## config.mk

```make
export PLATFORM = sky130hd
export DESIGN_NAME = sample_upload_cache_top
export DESIGN_NICKNAME = d
export VERILOG_FILES = /design/src/design/suc_pkg.sv /design/src/design/sample_upload_cache_top.sv /design/src/design/suc_table.sv
export SDC_FILE = /design/constraint.sdc
export NUM_CORES = 2
export LEC_CHECK = 0
export BUFFER_PORTS_ARGS = -buffer_cell sky130_fd_sc_hd__buf_2
export CAP_MARGIN = 20
export CORE_AREA = 5 5 534 536
export DETAILED_ROUTE_END_ITERATION = 8
export DIE_AREA = 0 0 539 541
export SLEW_MARGIN = 20
export SYNTH_ARGS = -nofsm -noshare
export SYNTH_HDL_FRONTEND = slang
export SYNTH_SLANG_ARGS = --single-unit
```

## constraint.sdc

```tcl
create_clock -name clk_i -period 11.4 [get_ports clk_i]
set_input_delay 2.28 -clock clk_i [delete_from_list [all_inputs] [get_ports clk_i]]
set_output_delay 2.28 -clock clk_i [all_outputs]
set_load 0.05 [all_outputs]
```

## src/design/suc_pkg.sv

```systemverilog
// ----------------------------------------------------------------------------
// suc_pkg
// shared types and constants of the sample upload cache: table geometry,
// field widths, result status codes, controller states and entry layout
// ----------------------------------------------------------------------------
package suc_pkg;

  localparam int unsigned TableEntries = 16;
  localparam int unsigned IdxW = (TableEntries > 1) ? $clog2(TableEntries) : 1;
  localparam int unsigned CntW = $clog2(TableEntries + 1);

  localparam int unsigned KeyW  = 32;
  localparam int unsigned LenW  = 16;
  localparam int unsigned NeedW = LenW + 1;
  localparam int unsigned AddrW = 20;
  localparam int unsigned OffW  = 19;
  localparam int unsigned EntW  = 5;
  localparam int unsigned CfgIdxW = 2;

  localparam logic [AddrW-1:0] SpanStartRst = 20'h00000;
  localparam logic [AddrW-1:0] SpanEndRst   = 20'h80000;

  localparam logic [CfgIdxW-1:0] CfgSpanStart = 2'd0;
  localparam logic [CfgIdxW-1:0] CfgSpanEnd   = 2'd1;

  typedef enum logic [2:0] {
    StatHit        = 3'd0,
    StatMiss       = 3'd1,
    StatMissFlush  = 3'd2,
    StatTooBig     = 3'd3,
    StatFlushed    = 3'd4
  } status_e;

  typedef enum logic [2:0] {
    StIdle,
    StEval,
    StSearch,
    StAlloc,
    StDone
  } state_e;

  typedef struct packed {
    logic [OffW-1:0] offset;
    logic [LenW-1:0] loop_length;
    logic [LenW-1:0] body_length;
    logic [KeyW-1:0] sample_key;
  } entry_t;

  typedef struct packed {
    logic            en;
    logic [IdxW-1:0] addr;
    entry_t          entry;
  } tbl_wr_t;

  // packed so that status sits in the lowest bits
  typedef struct packed {
    logic [EntW-1:0]  entries_in_use;
    logic [AddrW-1:0] bytes_in_use;
    logic [OffW-1:0]  ram_offset;
    status_e          status;
  } result_t;

endpackage

```

## src/design/sample_upload_cache_top.sv

```systemverilog
// ----------------------------------------------------------------------------
// sample_upload_cache_top
// sample upload cache: bump allocator over a sound-ram span with a table of
// uploaded samples searched one entry per cycle
// ----------------------------------------------------------------------------
// sequence: a flush or too-big beat is evaluated and goes straight to done; an
// acquire is evaluated, scans a non-empty table from entry 0 until a hit or the
// fill count, allocates on a miss, then waits in done for the output register
// throughput: one item at a time; a new beat is taken only back in the idle state
// reset: span 0 to 0x80000, cursor at span start, table empty; table memory
// is not cleared, entries past the fill count are never used for a match
module sample_upload_cache_top import suc_pkg::*; (
  input  logic               clk_i,
  input  logic               rst_ni,
  input  logic               s_axis_tvalid,
  output logic               s_axis_tready,
  input  logic [63:0]        s_axis_tdata,   // sample_key, body_length, loop_length
  input  logic               s_axis_tuser,   // kind
  output logic               m_axis_tvalid,
  input  logic               m_axis_tready,
  output logic [47:0]        m_axis_tdata,   // status, ram_offset, bytes_in_use,
                                             // entries_in_use, zero pad
  input  logic               cfg_valid_i,
  output logic               cfg_ready_o,
  input  logic [CfgIdxW-1:0] cfg_index_i,
  input  logic [AddrW-1:0]   cfg_data_i
);

  state_e           state_q, state_d;
  logic [CntW-1:0]  idx_q, idx_d;
  logic [AddrW-1:0] start_q, end_q;
  logic [AddrW-1:0] cursor_q, cursor_d;
  logic [CntW-1:0]  count_q, count_d;
  logic             kind_q;
  logic [KeyW-1:0]  key_q;
  logic [LenW-1:0]  blen_q, llen_q;
  logic [NeedW-1:0] need_q, need_d;
  result_t          res_q, res_d;
  logic             res_ld;
  result_t          out_q;
  logic             out_vld_q, out_ld;

  logic             s_acc, cfg_acc;
  tbl_wr_t          tbl_wr;
  logic [IdxW-1:0]  rd_addr;
  entry_t           rd_entry;
  logic             match;

  logic [AddrW-1:0] span;
  logic             too_big;
  logic [AddrW:0]   end_sum;
  logic             full;
  logic [AddrW-1:0] base;
  logic [CntW-1:0]  idx_plus;

  assign s_acc         = s_axis_tvalid && s_axis_tready;
  assign s_axis_tready = (state_q == StIdle);
  assign cfg_ready_o   = 1'b1;
  assign cfg_acc       = cfg_valid_i && cfg_ready_o &&
                         (cfg_index_i == CfgSpanStart || cfg_index_i == CfgSpanEnd);

  assign m_axis_tvalid = out_vld_q;
  assign m_axis_tdata  = {1'b0, out_q};

  // round the sum of both lengths up to an even size
  assign need_d = (NeedW'(s_axis_tdata[47:32]) + NeedW'(s_axis_tdata[63:48]) +
                   NeedW'(1)) & ~NeedW'(1);

  assign span     = (end_q >= start_q) ? (end_q - start_q) : '0;
  assign too_big  = (need_q == '0) || (AddrW'(need_q) > span);
  assign end_sum  = {1'b0, cursor_q} + (AddrW + 1)'(need_q);
  assign full     = (end_sum > {1'b0, end_q}) || (count_q >= CntW'(TableEntries));
  assign base     = full ? start_q : cursor_q;
  assign idx_plus = idx_q + CntW'(1);

  suc_table u_table (
    .clk_i         (clk_i),
    .wr_i          (tbl_wr),
    .rd_addr_i     (rd_addr),
    .key_i         (key_q),
    .body_length_i (blen_q),
    .loop_length_i (llen_q),
    .rd_entry_o    (rd_entry),
    .match_o       (match)
  );

  always_comb begin
    state_d  = state_q;
    idx_d    = idx_q;
    cursor_d = cursor_q;
    count_d  = count_q;
    res_ld   = 1'b0;
    out_ld   = 1'b0;
    rd_addr  = '0;
    tbl_wr.en                = 1'b0;
    tbl_wr.addr              = count_q[IdxW-1:0];
    tbl_wr.entry.sample_key  = key_q;
    tbl_wr.entry.body_length = blen_q;
    tbl_wr.entry.loop_length = llen_q;
    tbl_wr.entry.offset      = base[OffW-1:0];
    res_d.status         = StatTooBig;
    res_d.ram_offset     = '0;
    res_d.bytes_in_use   = cursor_q - start_q;
    res_d.entries_in_use = EntW'(count_q);

    unique case (state_q)
      StIdle: begin
        if (s_acc) begin
          state_d = StEval;
        end
      end
      StEval: begin
        idx_d = '0;
        if (kind_q) begin
          cursor_d             = start_q;
          count_d              = '0;
          res_d.status         = StatFlushed;
          res_d.bytes_in_use   = '0;
          res_d.entries_in_use = '0;
          res_ld               = 1'b1;
          state_d              = StDone;
        end else if (too_big) begin
          res_ld  = 1'b1;
          state_d = StDone;
        end else if (count_q == '0) begin
          state_d = StAlloc;
        end else begin
          state_d = StSearch;
        end
      end
      StSearch: begin
        rd_addr = idx_plus[IdxW-1:0];
        if (match) begin
          res_d.status     = StatHit;
          res_d.ram_offset = rd_entry.offset;
          res_ld           = 1'b1;
          state_d          = StDone;
        end else if (idx_plus == count_q) begin
          state_d = StAlloc;
        end else begin
          idx_d = idx_plus;
        end
      end
      StAlloc: begin
        tbl_wr.en   = 1'b1;
        tbl_wr.addr = full ? '0 : count_q[IdxW-1:0];
        cursor_d    = base + AddrW'(need_q);
        count_d     = full ? CntW'(1) : count_q + CntW'(1);
        res_d.status         = full ? StatMissFlush : StatMiss;
        res_d.ram_offset     = base[OffW-1:0];
        res_d.bytes_in_use   = cursor_d - start_q;
        res_d.entries_in_use = EntW'(count_d);
        res_ld               = 1'b1;
        state_d              = StDone;
      end
      StDone: begin
        if (!out_vld_q || m_axis_tready) begin
          out_ld  = 1'b1;
          state_d = StIdle;
        end
      end
      default: begin
        state_d = StIdle;
      end
    endcase

    // writes to the span registers flush the table
    if (cfg_acc) begin
      cursor_d = (cfg_index_i == CfgSpanStart) ? cfg_data_i : start_q;
      count_d  = '0;
    end
  end

  always_ff @(posedge clk_i or negedge rst_ni) begin
    if (!rst_ni) begin
      state_q   <= StIdle;
      idx_q     <= '0;
      start_q   <= SpanStartRst;
      end_q     <= SpanEndRst;
      cursor_q  <= SpanStartRst;
      count_q   <= '0;
      out_vld_q <= 1'b0;
    end else begin
      state_q  <= state_d;
      idx_q    <= idx_d;
      cursor_q <= cursor_d;
      count_q  <= count_d;
      if (cfg_acc && cfg_index_i == CfgSpanStart) begin
        start_q <= cfg_data_i;
      end
      if (cfg_acc && cfg_index_i == CfgSpanEnd) begin
        end_q <= cfg_data_i;
      end
      if (out_ld) begin
        out_vld_q <= 1'b1;
      end else if (m_axis_tready) begin
        out_vld_q <= 1'b0;
      end
    end
  end

  always_ff @(posedge clk_i) begin
    if (s_acc) begin
      kind_q <= s_axis_tuser;
      key_q  <= s_axis_tdata[31:0];
      blen_q <= s_axis_tdata[47:32];
      llen_q <= s_axis_tdata[63:48];
      need_q <= need_d;
    end
    if (res_ld) begin
      res_q <= res_d;
    end
    if (out_ld) begin
      out_q <= res_q;
    end
  end

  a_count_bound: assert property (@(posedge clk_i) disable iff (!rst_ni)
    count_q <= CntW'(TableEntries))
    else $error("entry count above table size");

  a_empty_cursor: assert property (@(posedge clk_i) disable iff (!rst_ni)
    (count_q == '0) |-> (cursor_q == start_q))
    else $error("empty table with cursor off span start");

  a_cursor_floor: assert property (@(posedge clk_i) disable iff (!rst_ni)
    cursor_q >= start_q)
    else $error("cursor below span start");

  a_accept_eval: assert property (@(posedge clk_i) disable iff (!rst_ni)
    s_acc |=> (state_q == StEval && !s_axis_tready))
    else $error("input beat not followed by evaluation");

endmodule

```

## src/design/suc_table.sv

```systemverilog
// ----------------------------------------------------------------------------
// suc_table
// entry memory of the sample upload cache: one write port, one read port
// with registered data, and the match of key and both lengths against the registered entry
// ----------------------------------------------------------------------------
module suc_table import suc_pkg::*; (
  input  logic            clk_i,
  input  tbl_wr_t         wr_i,
  input  logic [IdxW-1:0] rd_addr_i,
  input  logic [KeyW-1:0] key_i,
  input  logic [LenW-1:0] body_length_i,
  input  logic [LenW-1:0] loop_length_i,
  output entry_t          rd_entry_o,
  output logic            match_o
);

  entry_t mem [TableEntries];
  entry_t rd_q;

  always_ff @(posedge clk_i) begin
    if (wr_i.en) begin
      mem[wr_i.addr] <= wr_i.entry;
    end
  end

  always_ff @(posedge clk_i) begin
    rd_q <= mem[rd_addr_i];
  end

  assign rd_entry_o = rd_q;
  assign match_o = (rd_q.sample_key == key_i) &&
                   (rd_q.body_length == body_length_i) &&
                   (rd_q.loop_length == loop_length_i);

endmodule

```

==> flow_summary.json <==
{
  "status": "completed",
  "rsz0062_at_grt": "no",
  "h-tree-depth": 4,
  "hp-class": "flip-flop to flip-flop",
  "clock_latency_ns": 0.80,
  "vias": 44200,
  "wl_per_cell_um": 21.8,
  "ff_latch_area_mm2": 0.0487,
  "vias_per_cell": 4.85,
  "yosysWarnings": 0,
  "finalMaxSlewViolations": 0,
  "gp_congestion": 0.874,
  "dp.cells": 8795,
  "overflow": 0,
  "critical_path.max_stage_delay_ns": 0.66,
  "grt_antenna_before_repair": 33,
  "holdWs_ns": 0.408,
  "ir_drop_mv": 0.292,
  "setup_viol": 0,
  "die-height_um": 541,
  "postSynthCellCount": 5148,
  "layout-area-overhead-vs-synth_pct": 15.3,
  "cts_made_buffers": 165,
  "power.leakage_uw": 0.0262,
  "fp.coreArea_mm2": 0.280,
  "path_common_cell": "a21oi_1",
  "nNetsFinal": 5462,
  "drt_wl_total_mm": 198,
  "grt_use_met1_pct": 18.4,
  "cp.arrival_ns": 9.82,
  "final_cells": 9103,
  "cap_violations": 0,
  "fin_ws_ns": 2.10,
  "start_kind": "flip-flop",
  "cts.sink_count": 1660,
  "cpLargestDelayFamily": "compound AO/OA/AOI/OAI gates",
  "clock_path_buffers": 3,
  "worstPathRequired_ns": 11.92,
  "fin_crit_ns": 9.30,
  "synth_edf_count": 1503,
  "final_cell_mix": "1503 x edfxtp_1, 791 x nand2_1, 435 x a211oi_1, 345 x nor2b_1, 256 x a21oi_1",
  "total_power_uw": 19400,
  "grt_pass1_wl_mm": 287,
  "critPathMaxFanout": 20,
  "slew-limit-headroom_pct": 24.7,
  "max_freq_mhz": 108,
  "async_reset_ff_share_pct": 4.46,
  "cts_tree": "yes",
  "cts_resized": 0,
  "gr-usage-met2_pct": 20.3,
  "ys.flop_type": "edfxtp_1",
  "numPortBuffers": 140,
  "rows": 195,
  "dieArea_mm2": 0.292,
  "ant_nets": 0,
  "synth-seq-cells": 1660,
  "drive_gt1_share_pct": 9.86,
  "avgSynthCellArea_um2": 13.5,
  "start_util_pct": 24.9,
  "ys_seq_area_share_pct": 69.8,
  "endpoint_kind": "flip-flop",
  "report.final.hold_viol_count": 0,
  "criticalPathCategory": "flip-flop to flip-flop",
  "fin_crit_sh_pct": 81.6,
  "path_clk_slew_ns": 0.07,
  "met3_usage_pct": 2.54,
  "skew_ns": 0.0313,
  "ys_types": 80,
  "syn_area_mm2": 0.0697,
  "fin_setup_tns_ns": 0,
  "top_usage_layer": "met2",
  "cts_root_buf": "clkbuf_16",
  "synth_top_cell_area_share_pct": 64.8,
  "p_per_area_mw_per_mm2": 242,
  "hold_buffers": 0,
  "fillers": 28100,
  "dp_slack_ns": 2.33,
  "multi_input_area_mm2": 0.0197,
  "cp_num_buf_inv": 1,
  "tightest_slew_ns": 1.13,
  "synth_area_leaders": "edfxtp_1 65%, a211oi_1 4.7%, nand2_1 4.3%",
  "grt_pass1_vias": 42400,
  "grt_use_total_pct": 13.0,
  "die_w_um": 539,
  "syn-num-nets": 5390,
  "drt_iter0_markers": 4273,
  "slowest_stage": "nor3_4",
  "dp_hpwl_mm": 110,
  "num_io_pins": 143,
  "yosys.area.top_type": "edfxtp_1",
  "final_common_cell": "edfxtp_1",
  "post_cts_buffers": 0,
  "grt_max_degree": 216,
  "drc": 0,
  "drt_first_pass_iters": 6
}
routing by layer:
| metal | up-vias | share of wire [%] |
|---|---|---|
| met3 | 316 | 7.0 |
| met5 | - | 0.054 |
| met4 | 16 | 2.3 |
| met1 | 22400 | 45 |
| met2 | 1598 | 45 |
| li1 | 19800 | - |
flip-flops by register name, indices dropped and copies added (netlist names), 3 cells and up:
signal / cells
need_q: 16
key_q: 32
start_q: 20
idx_q: 5
u_table.rd_entry_o: 83
m_axis_tdata: 47
u_table.mem: 1328
res_q: 47
blen_q: 16
count_q: 5
state_q: 3
llen_q: 16
cursor_q: 20
end_q: 20
stage by stage:
stage	cell area [um2]	utilization, %
3_5_place_dp	74900	26.7
6_report	80300	28.7
5_1_grt	80300	28.6
2_1_floorplan	69700	-
4_1_cts	80300	28.6
3_3_place_gp	74900	26.7
area by class of cell:
class	count	share of cell area (%)
antenna	5	0.0156
clock inverter	75	1.03
inverter	80	0.374
sequential	1660	60.6
timing repair buffer	228	1.90
clock buffer	227	5.72
multi-input combinational	3085	24.6
tap	3743	5.83
logic make-up (layout without fill, tap and decap cells):
logic type | Yosys count | count (layout) | share of synthesized area (%)
muxes | 45 | 45 | 0.686
xor gates and xnor gates | 162 | 162 | 2.06
buffers and inverters | 403 | 610 | 2.18
DFF | 1660 | 1660 | 69.8
other | 2 | 7 | 0.0108
adders and majority gates | 150 | 150 | 2.76
AOI/OAI and AO/OA | 1339 | 1339 | 13.2
and+or+nand+nor | 1387 | 1387 | 9.29
power by group:
group          internal [uW]  switching [uW]  leakage (uW)
clock network           3080            2360       0.00264
logic                   2050            3820       0.00831
registers               7690             436        0.0152
total                  12800            6620        0.0262
cell usage after synthesis (4+ instances only):
master and count:
nand4_1 18, a211oi_1 435, a21o_1 32, o21a_1 15, nor4_1 22, and2_1 13, ha_1 144, or2_2 5
nor3_1 26, edfxtp_1 1503, xnor2_1 68, o21bai_1 18, xor2_1 93, a22o_1 18, nand2b_1 19, buf_1 19
and3_1 11, o31ai_1 11, o21ai_0 35, mux2i_1 23, o41ai_1 5, o22ai_1 25, nand3_1 25, dfxtp_1 83
o21ai_1 77, mux2_1 22, nor2_1 81, fa_1 6, or3_1 10, dfrtp_1 73, clkbuf_1 301, nor2b_1 345
nand2_1 793, inv_1 80, a31oi_1 180, a21oi_1 257, o211ai_1 22, a311oi_1 166, nor3b_1 6, a211o_1 4
worst paths after layout:
path,depth (start not counted),from,slack [ns],to
worst max register to register,35,need_q[1],2.10,res_q[41]
worst max-delay path,35,need_q[1],2.10,res_q[41]
worst min-delay path,0,res_q[10],0.41,m_axis_tdata[10]
max in group asynchronous,1,rst_ni,9.27,idx_q[0]
min in group asynchronous,1,rst_ni,1.55,start_q[14]
worst min register to register,0,res_q[10],0.41,m_axis_tdata[10]
Power figures use the tool's default switching activity.
